### src/rtl/ssb_pkg.sv
`timescale 1ns / 1ps

package ssb_pkg;

    // Descriptor width used by the request and result types.
    localparam int DESC_BITS = 32;

    // Configuration register indexes.
    localparam logic CFG_SLOTS_IN_USE = 1'b0;
    localparam logic CFG_STRIDE       = 1'b1;

    // Widest configuration register.
    localparam int CFG_BITS = 5;

    // Request type codes; the unused code is handled as data.
    localparam logic [1:0] REQ_DATA      = 2'd0;
    localparam logic [1:0] REQ_HEARTBEAT = 2'd1;
    localparam logic [1:0] REQ_SHUTDOWN  = 2'd2;

    typedef struct packed {
        logic [1:0]           req_type;
        logic [DESC_BITS-1:0] descriptor;
    } t_in_req;

    typedef struct packed {
        logic [DESC_BITS-1:0] out_descriptor;
        logic                 last;
    } t_out_res;

    typedef enum logic [2:0] {
        ST_IDLE,
        ST_MOD,
        ST_READ,
        ST_SCAN,
        ST_FLUSH
    } t_state;

endpackage

### src/rtl/stride_slot_shuffle_buffer.sv
`timescale 1ns / 1ps

// Stride slot shuffle buffer. Message descriptors are scattered over a ring of
// MAX_SLOTS slots: each data request steps a position by the configured stride,
// modulo the number of slots in use, and the descriptor already sitting in that
// slot (if any) is released before the new one takes its place. A heartbeat
// request releases every occupied slot in slot order, and a shutdown request is
// stored like data and then flushed like a heartbeat. The last result caused by
// a request carries last = 1; a request may cause no result at all. The block
// works on one request at a time and raises o_stall while it does. For a data
// request the step position, SUM_BITS wide (one more than the wider of
// clog2(MAX_SLOTS) and 4), is reduced by a remainder unit that retires one bit
// per cycle, followed by one read of the slot memory. A flush walks all
// MAX_SLOTS slots and reads each occupied slot through the single memory read
// port. The block also waits while the consumer holds i_stall high with a
// result pending. Occupancy is cleared by reset; the slot contents are not, and
// need not be, because a slot's contents are only used while it is marked
// occupied. Configuration must be written only while the block is idle; the
// block itself does not enforce this. A slot count of zero acts as one and a
// count above MAX_SLOTS acts as MAX_SLOTS.
module stride_slot_shuffle_buffer
    import ssb_pkg::*;
#(
    parameter int MAX_SLOTS = 16
) (
    input  logic                i_clk,
    input  logic                i_rst_n,
    input  logic                i_cfg_we,
    input  logic                i_cfg_idx,
    input  logic [CFG_BITS-1:0] i_cfg_wdata,
    input  logic                i_valid,
    output logic                o_stall,
    input  t_in_req             i_req,
    output logic                o_valid,
    input  logic                i_stall,
    output t_out_res            o_res
);

    localparam int POS_BITS = $clog2(MAX_SLOTS);
    localparam int CNT_BITS = $clog2(MAX_SLOTS + 1);
    localparam int SUM_BITS = ((POS_BITS > 4) ? POS_BITS : 4) + 1;

    // Configuration registers.
    logic [4:0] r_slots;
    logic [3:0] r_stride;

    // Sequencer and request state.
    t_state               r_state, n_state;
    logic [1:0]           r_req_type, n_req_type;
    logic [DESC_BITS-1:0] r_desc, n_desc;
    logic [POS_BITS-1:0]  r_idx, n_idx;
    logic [POS_BITS-1:0]  r_pos, n_pos;
    logic [POS_BITS-1:0]  r_scan, n_scan;
    logic [MAX_SLOTS-1:0] r_full, n_full;
    logic                 r_out_valid, n_out_valid;
    t_out_res             r_out_res, n_out_res;

    // Shared remainder unit and slot memory hookup.
    logic                 mod_start;
    logic                 mod_done;
    logic [CNT_BITS-1:0]  mod_rem;
    logic [CNT_BITS-1:0]  active_n;
    logic [SUM_BITS-1:0]  step_sum;
    logic [POS_BITS-1:0]  rem_pos;
    logic                 ram_rd_en;
    logic [POS_BITS-1:0]  ram_rd_addr;
    logic                 ram_wr_en;
    logic [DESC_BITS-1:0] ram_rd_data;
    logic                 out_free;
    logic                 full_above;
    logic                 scan_end;

    // The slot count in effect, clamped to the range the ring supports.
    always_comb begin
        if (r_slots == 5'd0) begin
            active_n = CNT_BITS'(1);
        end else if (int'(r_slots) > MAX_SLOTS) begin
            active_n = CNT_BITS'(MAX_SLOTS);
        end else begin
            active_n = CNT_BITS'(r_slots);
        end
    end

    // The position is always below MAX_SLOTS, so (pos + stride) mod n equals
    // the sum of the two separate remainders taken mod n.
    assign step_sum = SUM_BITS'(r_pos) + SUM_BITS'(r_stride);
    assign rem_pos  = POS_BITS'(mod_rem);

    ssb_mod_unit #(
        .DVD_BITS (SUM_BITS),
        .DIV_BITS (CNT_BITS)
    ) u_mod (
        .i_clk      (i_clk),
        .i_rst_n    (i_rst_n),
        .i_start    (mod_start),
        .i_dividend (step_sum),
        .i_divisor  (active_n),
        .o_done     (mod_done),
        .o_rem      (mod_rem)
    );

    ssb_slot_ram #(
        .DEPTH     (MAX_SLOTS),
        .ADDR_BITS (POS_BITS)
    ) u_ram (
        .i_clk     (i_clk),
        .i_wr_en   (ram_wr_en),
        .i_wr_addr (r_idx),
        .i_wr_data (r_desc),
        .i_rd_en   (ram_rd_en),
        .i_rd_addr (ram_rd_addr),
        .o_rd_data (ram_rd_data)
    );

    // A flushed result is the last one when no occupied slot lies beyond it.
    always_comb begin
        full_above = 1'b0;
        for (int i = 0; i < MAX_SLOTS; i++) begin
            if (r_full[i] && (POS_BITS'(i) > r_scan)) begin
                full_above = 1'b1;
            end
        end
    end

    assign scan_end = (r_scan == POS_BITS'(MAX_SLOTS - 1));

    // The output register can take a new result when it is empty or when its
    // current result is being taken at this edge.
    assign out_free = !r_out_valid || !i_stall;

    always_comb begin
        n_state     = r_state;
        n_req_type  = r_req_type;
        n_desc      = r_desc;
        n_idx       = r_idx;
        n_pos       = r_pos;
        n_scan      = r_scan;
        n_full      = r_full;
        n_out_valid = r_out_valid;
        n_out_res   = r_out_res;
        mod_start   = 1'b0;
        ram_rd_en   = 1'b0;
        ram_rd_addr = r_scan;
        ram_wr_en   = 1'b0;
        o_stall     = (r_state != ST_IDLE);

        if (r_out_valid && !i_stall) begin
            n_out_valid = 1'b0;
        end

        case (r_state)
            ST_IDLE: begin
                if (i_valid) begin
                    n_req_type = i_req.req_type;
                    n_desc     = i_req.descriptor;
                    if (i_req.req_type == REQ_HEARTBEAT) begin
                        n_scan  = '0;
                        n_state = ST_SCAN;
                    end else begin
                        mod_start = 1'b1;
                        n_state   = ST_MOD;
                    end
                end
            end
            ST_MOD: begin
                if (mod_done) begin
                    ram_rd_en   = 1'b1;
                    ram_rd_addr = rem_pos;
                    n_idx       = rem_pos;
                    n_pos       = rem_pos;
                    n_state     = ST_READ;
                end
            end
            ST_READ: begin
                // An occupied slot must hand its old descriptor to the output
                // register before the new one overwrites it.
                if (!r_full[r_idx] || out_free) begin
                    if (r_full[r_idx]) begin
                        n_out_valid              = 1'b1;
                        n_out_res.out_descriptor = ram_rd_data;
                        n_out_res.last           = (r_req_type != REQ_SHUTDOWN);
                    end
                    ram_wr_en     = 1'b1;
                    n_full[r_idx] = 1'b1;
                    if (r_req_type == REQ_SHUTDOWN) begin
                        n_scan  = '0;
                        n_state = ST_SCAN;
                    end else begin
                        n_state = ST_IDLE;
                    end
                end
            end
            ST_SCAN: begin
                if (r_full[r_scan]) begin
                    ram_rd_en = 1'b1;
                    n_state   = ST_FLUSH;
                end else if (scan_end) begin
                    n_state = ST_IDLE;
                end else begin
                    n_scan = r_scan + POS_BITS'(1);
                end
            end
            ST_FLUSH: begin
                if (out_free) begin
                    n_out_valid              = 1'b1;
                    n_out_res.out_descriptor = ram_rd_data;
                    n_out_res.last           = !full_above;
                    n_full[r_scan]           = 1'b0;
                    if (scan_end) begin
                        n_state = ST_IDLE;
                    end else begin
                        n_scan  = r_scan + POS_BITS'(1);
                        n_state = ST_SCAN;
                    end
                end
            end
            default: begin
                n_state = ST_IDLE;
            end
        endcase
    end

    always_ff @(posedge i_clk) begin
        if (!i_rst_n) begin
            r_state     <= ST_IDLE;
            r_pos       <= '0;
            r_full      <= '0;
            r_out_valid <= 1'b0;
            r_slots     <= 5'd16;
            r_stride    <= 4'd7;
        end else begin
            r_state     <= n_state;
            r_pos       <= n_pos;
            r_full      <= n_full;
            r_out_valid <= n_out_valid;
            if (i_cfg_we) begin
                case (i_cfg_idx)
                    CFG_SLOTS_IN_USE: r_slots  <= i_cfg_wdata[4:0];
                    CFG_STRIDE:       r_stride <= i_cfg_wdata[3:0];
                    default:          r_slots  <= r_slots;
                endcase
            end
        end
    end

    always_ff @(posedge i_clk) begin
        r_req_type <= n_req_type;
        r_desc     <= n_desc;
        r_idx      <= n_idx;
        r_scan     <= n_scan;
        r_out_res  <= n_out_res;
    end

    assign o_valid = r_out_valid;
    assign o_res   = r_out_res;

endmodule

### src/rtl/ssb_mod_unit.sv
`timescale 1ns / 1ps

// Restoring remainder unit: one dividend bit per cycle.
module ssb_mod_unit #(
    parameter int DVD_BITS = 5,
    parameter int DIV_BITS = 5
) (
    input  logic                i_clk,
    input  logic                i_rst_n,
    input  logic                i_start,
    input  logic [DVD_BITS-1:0] i_dividend,
    input  logic [DIV_BITS-1:0] i_divisor,
    output logic                o_done,
    output logic [DIV_BITS-1:0] o_rem
);

    localparam int CNT_BITS = $clog2(DVD_BITS + 1);

    logic                r_busy;
    logic                r_done;
    logic [CNT_BITS-1:0] r_cnt;
    logic [DVD_BITS-1:0] r_dvd;
    logic [DIV_BITS-1:0] r_div;
    logic [DIV_BITS-1:0] r_rem;
    logic [DIV_BITS:0]   trial;
    logic [DIV_BITS-1:0] n_rem;

    always_comb begin
        trial = {r_rem, r_dvd[DVD_BITS-1]};
        if (trial >= {1'b0, r_div}) begin
            n_rem = DIV_BITS'(trial - {1'b0, r_div});
        end else begin
            n_rem = trial[DIV_BITS-1:0];
        end
    end

    always_ff @(posedge i_clk) begin
        if (!i_rst_n) begin
            r_busy <= 1'b0;
            r_done <= 1'b0;
            r_cnt  <= '0;
        end else begin
            r_done <= 1'b0;
            if (i_start) begin
                r_busy <= 1'b1;
                r_cnt  <= CNT_BITS'(DVD_BITS);
            end else if (r_busy) begin
                r_cnt <= r_cnt - CNT_BITS'(1);
                if (r_cnt == CNT_BITS'(1)) begin
                    r_busy <= 1'b0;
                    r_done <= 1'b1;
                end
            end
        end
    end

    always_ff @(posedge i_clk) begin
        if (i_start) begin
            r_dvd <= i_dividend;
            r_div <= i_divisor;
            r_rem <= '0;
        end else if (r_busy) begin
            r_dvd <= r_dvd << 1;
            r_rem <= n_rem;
        end
    end

    assign o_done = r_done;
    assign o_rem  = r_rem;

endmodule

### src/rtl/ssb_slot_ram.sv
`timescale 1ns / 1ps

module ssb_slot_ram
    import ssb_pkg::*;
#(
    parameter int DEPTH     = 16,
    parameter int ADDR_BITS = 4
) (
    input  logic                 i_clk,
    input  logic                 i_wr_en,
    input  logic [ADDR_BITS-1:0] i_wr_addr,
    input  logic [DESC_BITS-1:0] i_wr_data,
    input  logic                 i_rd_en,
    input  logic [ADDR_BITS-1:0] i_rd_addr,
    output logic [DESC_BITS-1:0] o_rd_data
);

    logic [DESC_BITS-1:0] r_mem [DEPTH];
    logic [DESC_BITS-1:0] r_rd_data;

    always_ff @(posedge i_clk) begin
        if (i_wr_en) begin
            r_mem[i_wr_addr] <= i_wr_data;
        end
        if (i_rd_en) begin
            r_rd_data <= r_mem[i_rd_addr];
        end
    end

    assign o_rd_data = r_rd_data;

endmodule

### config.mk
export PLATFORM = sky130hd
export DESIGN_NAME = stride_slot_shuffle_buffer
export DESIGN_NICKNAME = d
export VERILOG_FILES = /design/src/rtl/ssb_pkg.sv /design/src/rtl/stride_slot_shuffle_buffer.sv /design/src/rtl/ssb_mod_unit.sv /design/src/rtl/ssb_slot_ram.sv
export SDC_FILE = /design/constraint.sdc
export NUM_CORES = 1
export LEC_CHECK = 0
export ABC_AREA = 1
export BUFFER_PORTS_ARGS = -buffer_cell sky130_fd_sc_hd__buf_2
export CAP_MARGIN = 20
export CORE_MARGIN = 8
export CORE_UTILIZATION = 50
export CTS_BUF_LIST = sky130_fd_sc_hd__clkbuf_16
export CTS_CLUSTER_SIZE = 10
export DETAILED_ROUTE_END_ITERATION = 8
export HOLD_SLACK_MARGIN = 0.1
export PLACE_DENSITY_LB_ADDON = 0.25
export SLEW_MARGIN = 20
export SYNTH_ARGS = -nofsm -noshare
export SYNTH_HDL_FRONTEND = slang
export SYNTH_SLANG_ARGS = --single-unit
### constraint.sdc
create_clock -name i_clk -period 4.6 [get_ports i_clk]
set_clock_uncertainty 0.2 [all_clocks]
set_input_delay 0.69 -clock i_clk [delete_from_list [all_inputs] [get_ports i_clk]]
set_output_delay 0.69 -clock i_clk [all_outputs]
set_load 0.02 [all_outputs]
; Word-level counts from Yosys, hierarchy flattened
; Memories as Yosys holds them, arrays and structs flattened. A register that Yosys moved wholly into a read port is not among the register bits.
; Cells that the tools add are included.
[word_totals]
ff_bits = 128
ram_bits = 512
output_inout_bits = 35
elab_cells = 189
mem_count = 1
[memory_table]
columns = memory, words, width, rd, rd_clocked_by_memory_dff, write_ports, line_no
row1 = u_ram.r_mem, 16, 32, 1, 1, 1, ssb_slot_ram.sv:18  ; logic [DESC_BITS-1:0] r_mem [DEPTH];
[op_classes]
add_sub_neg = 4
order_cmp = 22
eq_ne = 18
muxes = 76
bitwise = 6
reduce_logical = 42
[ops]
columns = operator, count
row1 = 33-bit two-way mux, 3
row2 = 33-bit case mux with 2 select lines, 1
row3 = 1-bit two-way mux, 37
row4 = 4-bit two-way mux, 9
row5 = 4-bit > comparator (first input constant), 8
row6 = 16-bit two-way mux, 2
row7 = 16-bit case mux with 2 select lines, 1
row8 = 3-bit two-way mux, 8
row9 = 5-bit two-way mux, 4
row10 = 1-bit logical AND, 19
row11 = 16-bit AND, 1
row12 = 3-bit by 4-bit > comparator with 1-bit output (first input constant), 4
row13 = 2-bit inequality test (second input constant), 8
row14 = 16-bit NOT, 1
row15 = 16-bit OR, 1
row16 = 4-bit case mux with 4 select lines, 1
row17 = 3-bit case mux with 5 select lines, 1
row18 = 4-bit by 5-bit less-than comparator with 1-bit output (second input constant), 2
row19 = 1-bit binary-select mux with 4-bit select, 2
row20 = 1-bit demux with 4-bit select, 2
row21 = 4-bit by 1-bit greater-or-equal comparator with 1-bit output (second input constant), 2
row22 = 1-bit by 4-bit > comparator with 1-bit output (first input constant), 2
row23 = 2-bit by 4-bit > comparator with 1-bit output (first input constant), 2
row24 = 2-bit AND reduction, 4
row25 = 30 further kinds, 43

; Longest topological paths before layout
; Gate-level depths: netlist of the first run.
[depth]
depth_word = 21
ltp_mapped = 14

; Hierarchy
; A second synthesis of the first run with hierarchy kept.
[hier_totals]
hier_cells = 2761
area_unflattened_um2 = 29056.6
[modules_own_cells]
columns = mod, instances, cells_each, area_per_inst_um2
row1 = ssb_slot_ram, 1, 2120, 23050.9
row2 = stride_slot_shuffle_buffer, 1, 512, 4929.7
row3 = ssb_mod_unit, 1, 129, 1076.0

; Least setup slack after synthesis of the first run
; OpenSTA, ideal clock, no wires.
[synth_path]
path_kind = register -> register
start = reg r_idx[1]
end = mem u_ram.r_mem[6][0] (enable)
setup_time_ns = 0.461
arrival_ns = 3.656
required_time_ns = 3.939
slack_ns = 0.282
stages_incl_launch_ff = 12
synth_period_minus_slack_ns = 4.318
cell_sequence = edfxtp_1 -> clkbuf_1 -> inv_1 -> nand2_1 -> nand2_1 -> nand2_1 -> nand2_1 -> inv_1 -> nand2_1 -> a21oi_2 -> inv_1 -> nor3_1
[synth_between]
elab_chain_cells = 8
[synth_rtl]
columns = item, line_no
row1 = start: declaration, stride_slot_shuffle_buffer.sv:51  ; logic [POS_BITS-1:0] r_idx, n_idx;
row2 = start signal: assignment, stride_slot_shuffle_buffer.sv:249  ; r_idx <= n_idx;
row3 = 1-bit binary-select mux with 4-bit select, stride_slot_shuffle_buffer.sv:177  ; if (!r_full[r_idx] || out_free) begin
row4 = 1-bit two-way mux (implied by the code), stride_slot_shuffle_buffer.sv:177
row5 = 1-bit logical NOT, stride_slot_shuffle_buffer.sv:177
row6 = 1-bit logical OR, stride_slot_shuffle_buffer.sv:177
row7 = 1-bit two-way mux, stride_slot_shuffle_buffer.sv:177
row8 = 1-bit two-way mux, stride_slot_shuffle_buffer.sv:151  ; case (r_state)
row9 = 1-bit two-way mux, ssb_slot_ram.sv:22  ; if (i_wr_en) begin
row10 = 1-bit two-way mux (implied by the code), ssb_slot_ram.sv:23  ; r_mem[i_wr_addr] <= i_wr_data;
row11 = end: declaration, ssb_slot_ram.sv:18
; Parallel ways exist; a longest one is shown, timed or not. The select of a mux whose other input is x is not followed.

; Worst setup path in the final report of the first run
[layout_path]
start = reg r_idx[0]
end = mem u_ram.r_mem[10][25] (enable)
; The elaborated chain is that of the path after synthesis.

==> results.json, run 1 <==
{
  "worstPathArrival_ns": 3.57,
  "place_congestion": 0.891,
  "preCtsSetupSlack_ns": 1.15,
  "place_hpwl_um": 34000,
  "power_frac_clock_pct": 29.9,
  "cp.buffers_inverters": 4,
  "cp-start-kind": "register",
  "ys_warn_count": 0,
  "placed_area_mm2": 0.0281,
  "critPathKind": "reg2reg",
  "final_nets": 2335,
  "hold_violations": 0,
  "ys_seq_area_share_pct": 73.5,
  "fp.dieH_um": 248,
  "seqPwrFrac_pct": 43.7,
  "globalRouteOverflowTotal": 0,
  "core_mm2": 0.0535,
  "synthFlopType": "edfxtp_1",
  "cts_resized": 0,
  "cellPowerDensity_mw_per_mm2": 575,
  "grt_util_all_layers_pct": 20.8,
  "cpLargestDelayFamily": "buffers and inverters",
  "p_leak_nw": 10.6,
  "rrSetupSlack_ns": 1.05,
  "switching_share_pct": 33.3,
  "grt_first_pass_wirelength_um": 97200,
  "rsz0062_at_grt": "no",
  "drive_above_1_share_pct": 11.4,
  "cts_num_sinks": 672,
  "crit_path_frequent_cell": "nand2_1",
  "drt_iter0_markers": 1811,
  "vdd_ir_drop_max_mv": 0.446,
  "worstPathCellList": "clkinv_1 > nand2_1 > nand2_1 > nand2_1 > nand2_1 > nand2_1 > nand2_1 > inv_1 > nand2_1 > a21oi_2 > inv_1 > nor3_2 > buf_4",
  "p_int_mw": 11.7,
  "cts_tree": "yes",
  "slowest_delay_ns": 0.60,
  "cts_buffers": 77,
  "initial_utilization_pct": 50.2,
  "finish.utilization_pct": 57.1,
  "io_buffer_count": 79,
  "synth_edf_count": 629,
  "netlist_area_mm2": 0.0269,
  "synth_cell_types": 34,
  "relSlewSlack_pct": 30.5,
  "max_freq_mhz": 282,
  "p_comb_share_pct": 26.3,
  "drc": 0,
  "cap_violations": 0,
  "syn2layout_area_growth_pct": 13.7,
  "synth-seq-cells": 672,
  "wl_per_cell_um": 21.5,
  "drt_first_pass_iters": 5,
  "insertion_delay_ns": 0.61,
  "io_pins": 80,
  "synth.avg_cell_area_um2": 12.5,
  "n_antenna_cell": 0,
  "power.switching_mw": 5.85,
  "htreeDepth": 3,
  "timing.final.ws_setup_ns": 1.05,
  "grt_max_degree": 169,
  "post-cts-setup-buffer-count": 0,
  "async_flop_share_pct": 0,
  "tightest_slew_ns": 1.04,
  "setup-tns-final_ns": 0,
  "post-route-period-util_pct": 77.2,
  "synthesis.nets": 2217,
  "grt_pass1_vias": 16600,
  "cp.required_ns": 4.62,
  "cp-end-kind": "register",
  "vias": 17000,
  "crit_slowest_cell": "edfxtp_1",
  "whs_ns": 0.140,
  "period_needed_ns": 3.55,
  "outcome": "finished, final reports clean",
  "hold_class": "in2reg",
  "clkTransAtPathRegs_ns": 0.06,
  "num_rows": 85,
  "drtAntennaViolNets": 0,
  "dieArea_mm2": 0.0614,
  "cts_hold_buf": 36,
  "antenna_found_initial": 0,
  "cts-root-buf": "clkbuf_16",
  "clockBufferDepth": 3,
  "routed_via_density": 5.70,
  "totalWireLength_um": 64200,
  "synthCells": 2153,
  "final_max_slew_viol_count": 0,
  "finalSetupViolCount": 0,
  "die_x_um": 248,
  "post-route-cell-area_mm2": 0.0305,
  "path_max_fanout": 32
}
==> power groups by stage <==
| stage | Sequential, mW | Combinational (mW) | Clock [mW] |
|---|---|---|---|
| final | 7.68 | 4.63 | 5.25 |
| after global routing | 7.72 | 5.16 | 5.55 |
| after CTS | 7.68 | 4.63 | 5.34 |
| after detailed placement | 7.80 | 4.59 | 0 |
| after global placement | 7.79 | 4.51 | 0 |
| after floorplan | 7.63 | 3.42 | 0 |
==> kinds of logic after synthesis <==
group           after synthesis  synth area share, %
flops                       672                 73.5
compound gates              453                 9.83
buf+inv                     215                 3.48
fa+ha+maj                    19                0.941
xor+xnor                      6                0.196
simple gates                788                 12.1
==> state kept, by name, indices dropped and copies added, names as in the netlist <==
register and flops:
u_ram.r_mem 512, o_res 33, r_desc 32, u_ram.o_rd_data 32, r_full 16, r_slots 5
u_mod.o_rem 5, u_mod.r_div 5, u_mod.r_dvd 5, r_idx 4, r_pos 4, r_scan 4
r_stride 4, r_state 3, u_mod.r_cnt 3, r_req_type 2, o_valid 1, u_mod.o_done 1
u_mod.r_busy 1
==> placed cells by master (no fill, tap or decap), types with 10 or more instances in the layout <==
cell           Yosys  final
edfxtp_1         629    629
nor2_1           422    420
o21ai_0          215    215
nand2_1          185    183
o211ai_1         135    135
nand3_1          126    126
inv_1             95    100
clkbuf_16          0     79
buf_2             36     79
o21ai_1           48     48
dfxtp_1           43     43
a21oi_1           41     39
dlygate4sd3_1      0     36
or2_2             33     33
buf_4             18     28
ha_1              17     17
buf_12             0     11
inv_2              2     10
==> metrics by stage <==
| stage | instances | power, mW |
|---|---|---|
| floorplan | 2153 | 11.1 |
| global placement | 2851 | 12.3 |
| detailed placement | 2852 | 12.4 |
| CTS | 2987 | 17.6 |
| global route | 2987 | 18.4 |
| finish | 2987 | 17.6 |
==> cell usage after synthesis (5+ instances only) <==
cell type | count | area share [%]
buf_2 | 36 | 0.67
a21oi_1 | 41 | 0.76
nand3_1 | 126 | 2.3
o21ai_0 | 215 | 4.0
edfxtp_1 | 629 | 70
ha_1 | 17 | 0.79
nor2_1 | 422 | 5.9
o22ai_1 | 5 | 0.12
o211ai_1 | 135 | 3.8
o21ai_1 | 48 | 0.89
or2_2 | 33 | 0.77
clkbuf_1 | 57 | 0.80
buf_4 | 18 | 0.50
nor3_1 | 12 | 0.22
dfxtp_1 | 43 | 3.2
inv_1 | 95 | 1.3
nand2_1 | 185 | 2.6
==> worst paths after layout <==
| kind | start | end | cells after the start |
|---|---|---|---|
| setup / recovery | r_idx[0] | u_ram.r_mem[10][25] | 13 |
| hold / removal | i_req[16] | r_desc[16] | 1 |
| setup reg to reg | r_idx[0] | u_ram.r_mem[10][25] | 13 |
| hold reg to reg | u_ram.o_rd_data[9] | o_res[10] | 0 |
==> worst reg2reg max path: cells and delay by family (launching register included) <==
family / cells / cell delay [ns]
buffers and inverters: 4 / 1.26
DFF: 1 / 0.60
and+or+nand+nor: 8 / 0.71
AOI/OAI and AO/OA: 1 / 0.37
==> routing by layer <==
| metal | wire (µm) | GRT usage, % | vias to the layer above |
|---|---|---|---|
| li1 | - | - | 7950 |
| met1 | 27800 | 28.2 | 8346 |
| met2 | 30500 | 33.6 | 641 |
| met3 | 4280 | 3.42 | 99 |
| met4 | 1630 | 7.70 | 0 |
| met5 | 0 | 0 | - |
==> layout make-up <==
class / count / area [µm²]
repair buffers: 154 / 1190
well taps: 696 / 871
flip-flops and latches: 672 / 19700
inverters: 100 / 380
clock inverters: 20 / 110
clock buffers: 79 / 1980
fillers: 4202 / 22900
multi-input cells: 1266 / 6280
Note: power is estimated with default switching activity, not from simulation.
==> inputs of run 2 (changes only) <==
- ABC_AREA: 1 -> 0
- clock period: 4.6 -> 3.2 ns (I/O delays scaled with it)
==> results.json, run 2 <==
{
  "outcome": "finished, final reports clean",
  "crit_slowest_cell": "dfxtp_1",
  "htreeDepth": 3,
  "cp.buffers_inverters": 3,
  "vias": 16100,
  "cts_tree": "yes",
  "final_max_slew_viol_count": 0,
  "yosysTopAreaCellShare_pct": 71.5,
  "cellPowerDensity_mw_per_mm2": 674,
  "ys_seq_area_share_pct": 74.8,
  "num_rows": 84,
  "async_flop_share_pct": 0,
  "drive_above_1_share_pct": 14.2,
  "total_power_mw": 20.7,
  "final_nets": 2143,
  "setup-tns-final_ns": 0,
  "synthesis.nets": 1970,
  "clockBufferDepth": 3,
  "placed_area_mm2": 0.0281,
  "hp-start": "i_valid",
  "drt_first_pass_iters": 5,
  "relSlewSlack_pct": 49.5,
  "cpLargestDelayFamily": "simple AND/OR/NAND/NOR gates",
  "vdd_ir_drop_max_mv": 0.476,
  "die_x_um": 246,
  "cp-end-kind": "register",
  "period_needed_ns": 3.02,
  "drt_iter0_markers": 1516,
  "io_buffer_count": 79,
  "mostFrequentLayoutCell": "edfxtp_1",
  "post-cts-setup-buffer-count": 0,
  "whs_ns": 0.149,
  "place_inst": 2641,
  "cts_num_sinks": 672,
  "synth_top_area_cell": "edfxtp_1",
  "worstPathArrival_ns": 3.14,
  "dieArea_mm2": 0.0604,
  "place_congestion": 0.869,
  "core_mm2": 0.0523,
  "rr_startpoint": "r_state[0]",
  "cts-root-buf": "clkbuf_16",
  "rrSetupSlack_ns": 0.18,
  "timing.final.ws_setup_ns": 0.183,
  "synth_cell_types": 63,
  "final_cell_mix": "edfxtp_1 (629), nand2_1 (483), nand3_1 (186), clkbuf_16 (81), buf_2 (79)",
  "slowest_delay_ns": 0.46,
  "max_freq_mhz": 331,
  "reg2regPathDepth": 9,
  "post-route-cell-area_mm2": 0.0307,
  "p_leak_nw": 10.7,
  "cap_violations": 0,
  "ys_warn_count": 0,
  "drtAntennaViolNets": 0,
  "hold-path-endpoint": "r_state[0]",
  "path_max_fanout": 13,
  "cts_buffers": 77,
  "fp.dieH_um": 246,
  "hold_class": "in2reg",
  "instances_no_fill": 2794,
  "io_pins": 80,
  "grt_util_all_layers_pct": 20.5,
  "synth.avg_cell_area_um2": 13.9,
  "yosysMostFrequentCell": "edfxtp_1",
  "synthCells": 1906,
  "ys_top_cells_by_count": "edfxtp_1 (629), nand2_1 (483), nand3_1 (186)",
  "place_hpwl_um": 36900,
  "totalWireLength_um": 62200,
  "wl_per_cell_um": 22.3,
  "hold_violations": 0,
  "finalSetupViolCount": 0,
  "finish.utilization_pct": 58.7,
  "routed_via_density": 5.77,
  "synth_edf_count": 629,
  "synth-seq-cells": 672,
  "grt_pass1_vias": 15900,
  "grt_first_pass_wirelength_um": 95000,
  "post-route-period-util_pct": 94.3,
  "hold_path_depth": 3,
  "grt_max_degree": 83,
  "worstPathCellList": "nand4bb_1 > buf_12 > mux2i_4 > buf_4 > nor2_4 > buf_4 > nand3_1 > a31oi_1 > nor2_1",
  "insertion_delay_ns": 0.59,
  "drc": 0,
  "largest_reg_flops": 512,
  "r2r_end": "u_ram.o_rd_data[0]",
  "preCtsSetupSlack_ns": 0.179,
  "top_register": "u_ram.r_mem",
  "tightest_slew_ns": 0.757,
  "critPathKind": "reg2reg",
  "netlist_area_mm2": 0.0264,
  "cp-start-kind": "register",
  "globalRouteOverflowTotal": 0,
  "n_antenna_cell": 0,
  "antenna_found_initial": 0,
  "synth_area_leaders": "edfxtp_1 (72%), nand2_1 (6.9%), nand3_1 (3.5%)",
  "initial_utilization_pct": 50.4,
  "cp.required_ns": 3.32,
  "syn2layout_area_growth_pct": 16.4,
  "clkTransAtPathRegs_ns": 0.06,
  "rsz0062_at_grt": "no",
  "synthFlopType": "edfxtp_1",
  "crit_path_frequent_cell": "buf_4"
}
## run 2: how the worst max path moves through the flow
| stage | slack, ns | cells past startpoint | end | from |
|---|---|---|---|---|
| global placement | 0.28 | 9 | u_ram.o_rd_data[0] | r_state[2] |
| detailed placement | 0.18 | 9 | u_ram.o_rd_data[0] | r_state[2] |
| finish | 0.18 | 9 | u_ram.o_rd_data[0] | r_state[0] |
| floorplan | -0.44 | 6 | u_ram.r_mem[13][0] | r_idx[0] |
| global route | 0.05 | 9 | u_ram.o_rd_data[0] | r_state[2] |
| CTS | 0.19 | 9 | u_ram.o_rd_data[0] | r_state[2] |
## run 2: layout make-up
cell class	count	area (µm²)
inverter	28	105
multi-input combinational	1101	6220
tap	688	861
sequential	672	19700
fill	4014	21600
clock inverter	25	93.8
clock buffer	81	2030
timing repair buffer	199	1660
## run 2: where the power goes
part / switching (mW) / internal, mW / total [mW]
combinational: 1.61 / 0.847 / 2.45
sequential: 0.472 / 10.2 / 10.7
clock: 3.11 / 4.45 / 7.56
## run 2: cell families after synthesis
family	Yosys count	synth area share, %
adder cells (fa/ha/maj)	19	0.957
buffers and inverters	133	2.42
XOR/XNOR	7	0.232
AND/OR/NAND/NOR	856	14.6
flip-flops	672	74.8
AO/OA/AOI/OAI	167	4.52
multiplexers	52	2.48
## run 2: worst reg2reg max path: cells and delay by family (launching register included)
family | cells | cell delay (ns)
and+or+nand+nor | 4 | 0.79
muxes | 1 | 0.20
buffers and inverters | 3 | 0.72
AOI/OAI and AO/OA | 1 | 0.38
DFF | 1 | 0.46
## run 2: what timing repair did
item                      4_1_cts  5_1_grt
gates resized for setup         0        0
hold buffers                   47        0
hold endpoints to repair       43        0
## run 2: per-layer routing
layer,share of wire [%],global-route usage [%],vias to the layer above
met5,0,0,-
met4,2.4,6.85,0
met3,7.2,3.52,116
met2,48,33.2,639
met1,43,28.1,8038
li1,-,-,7337
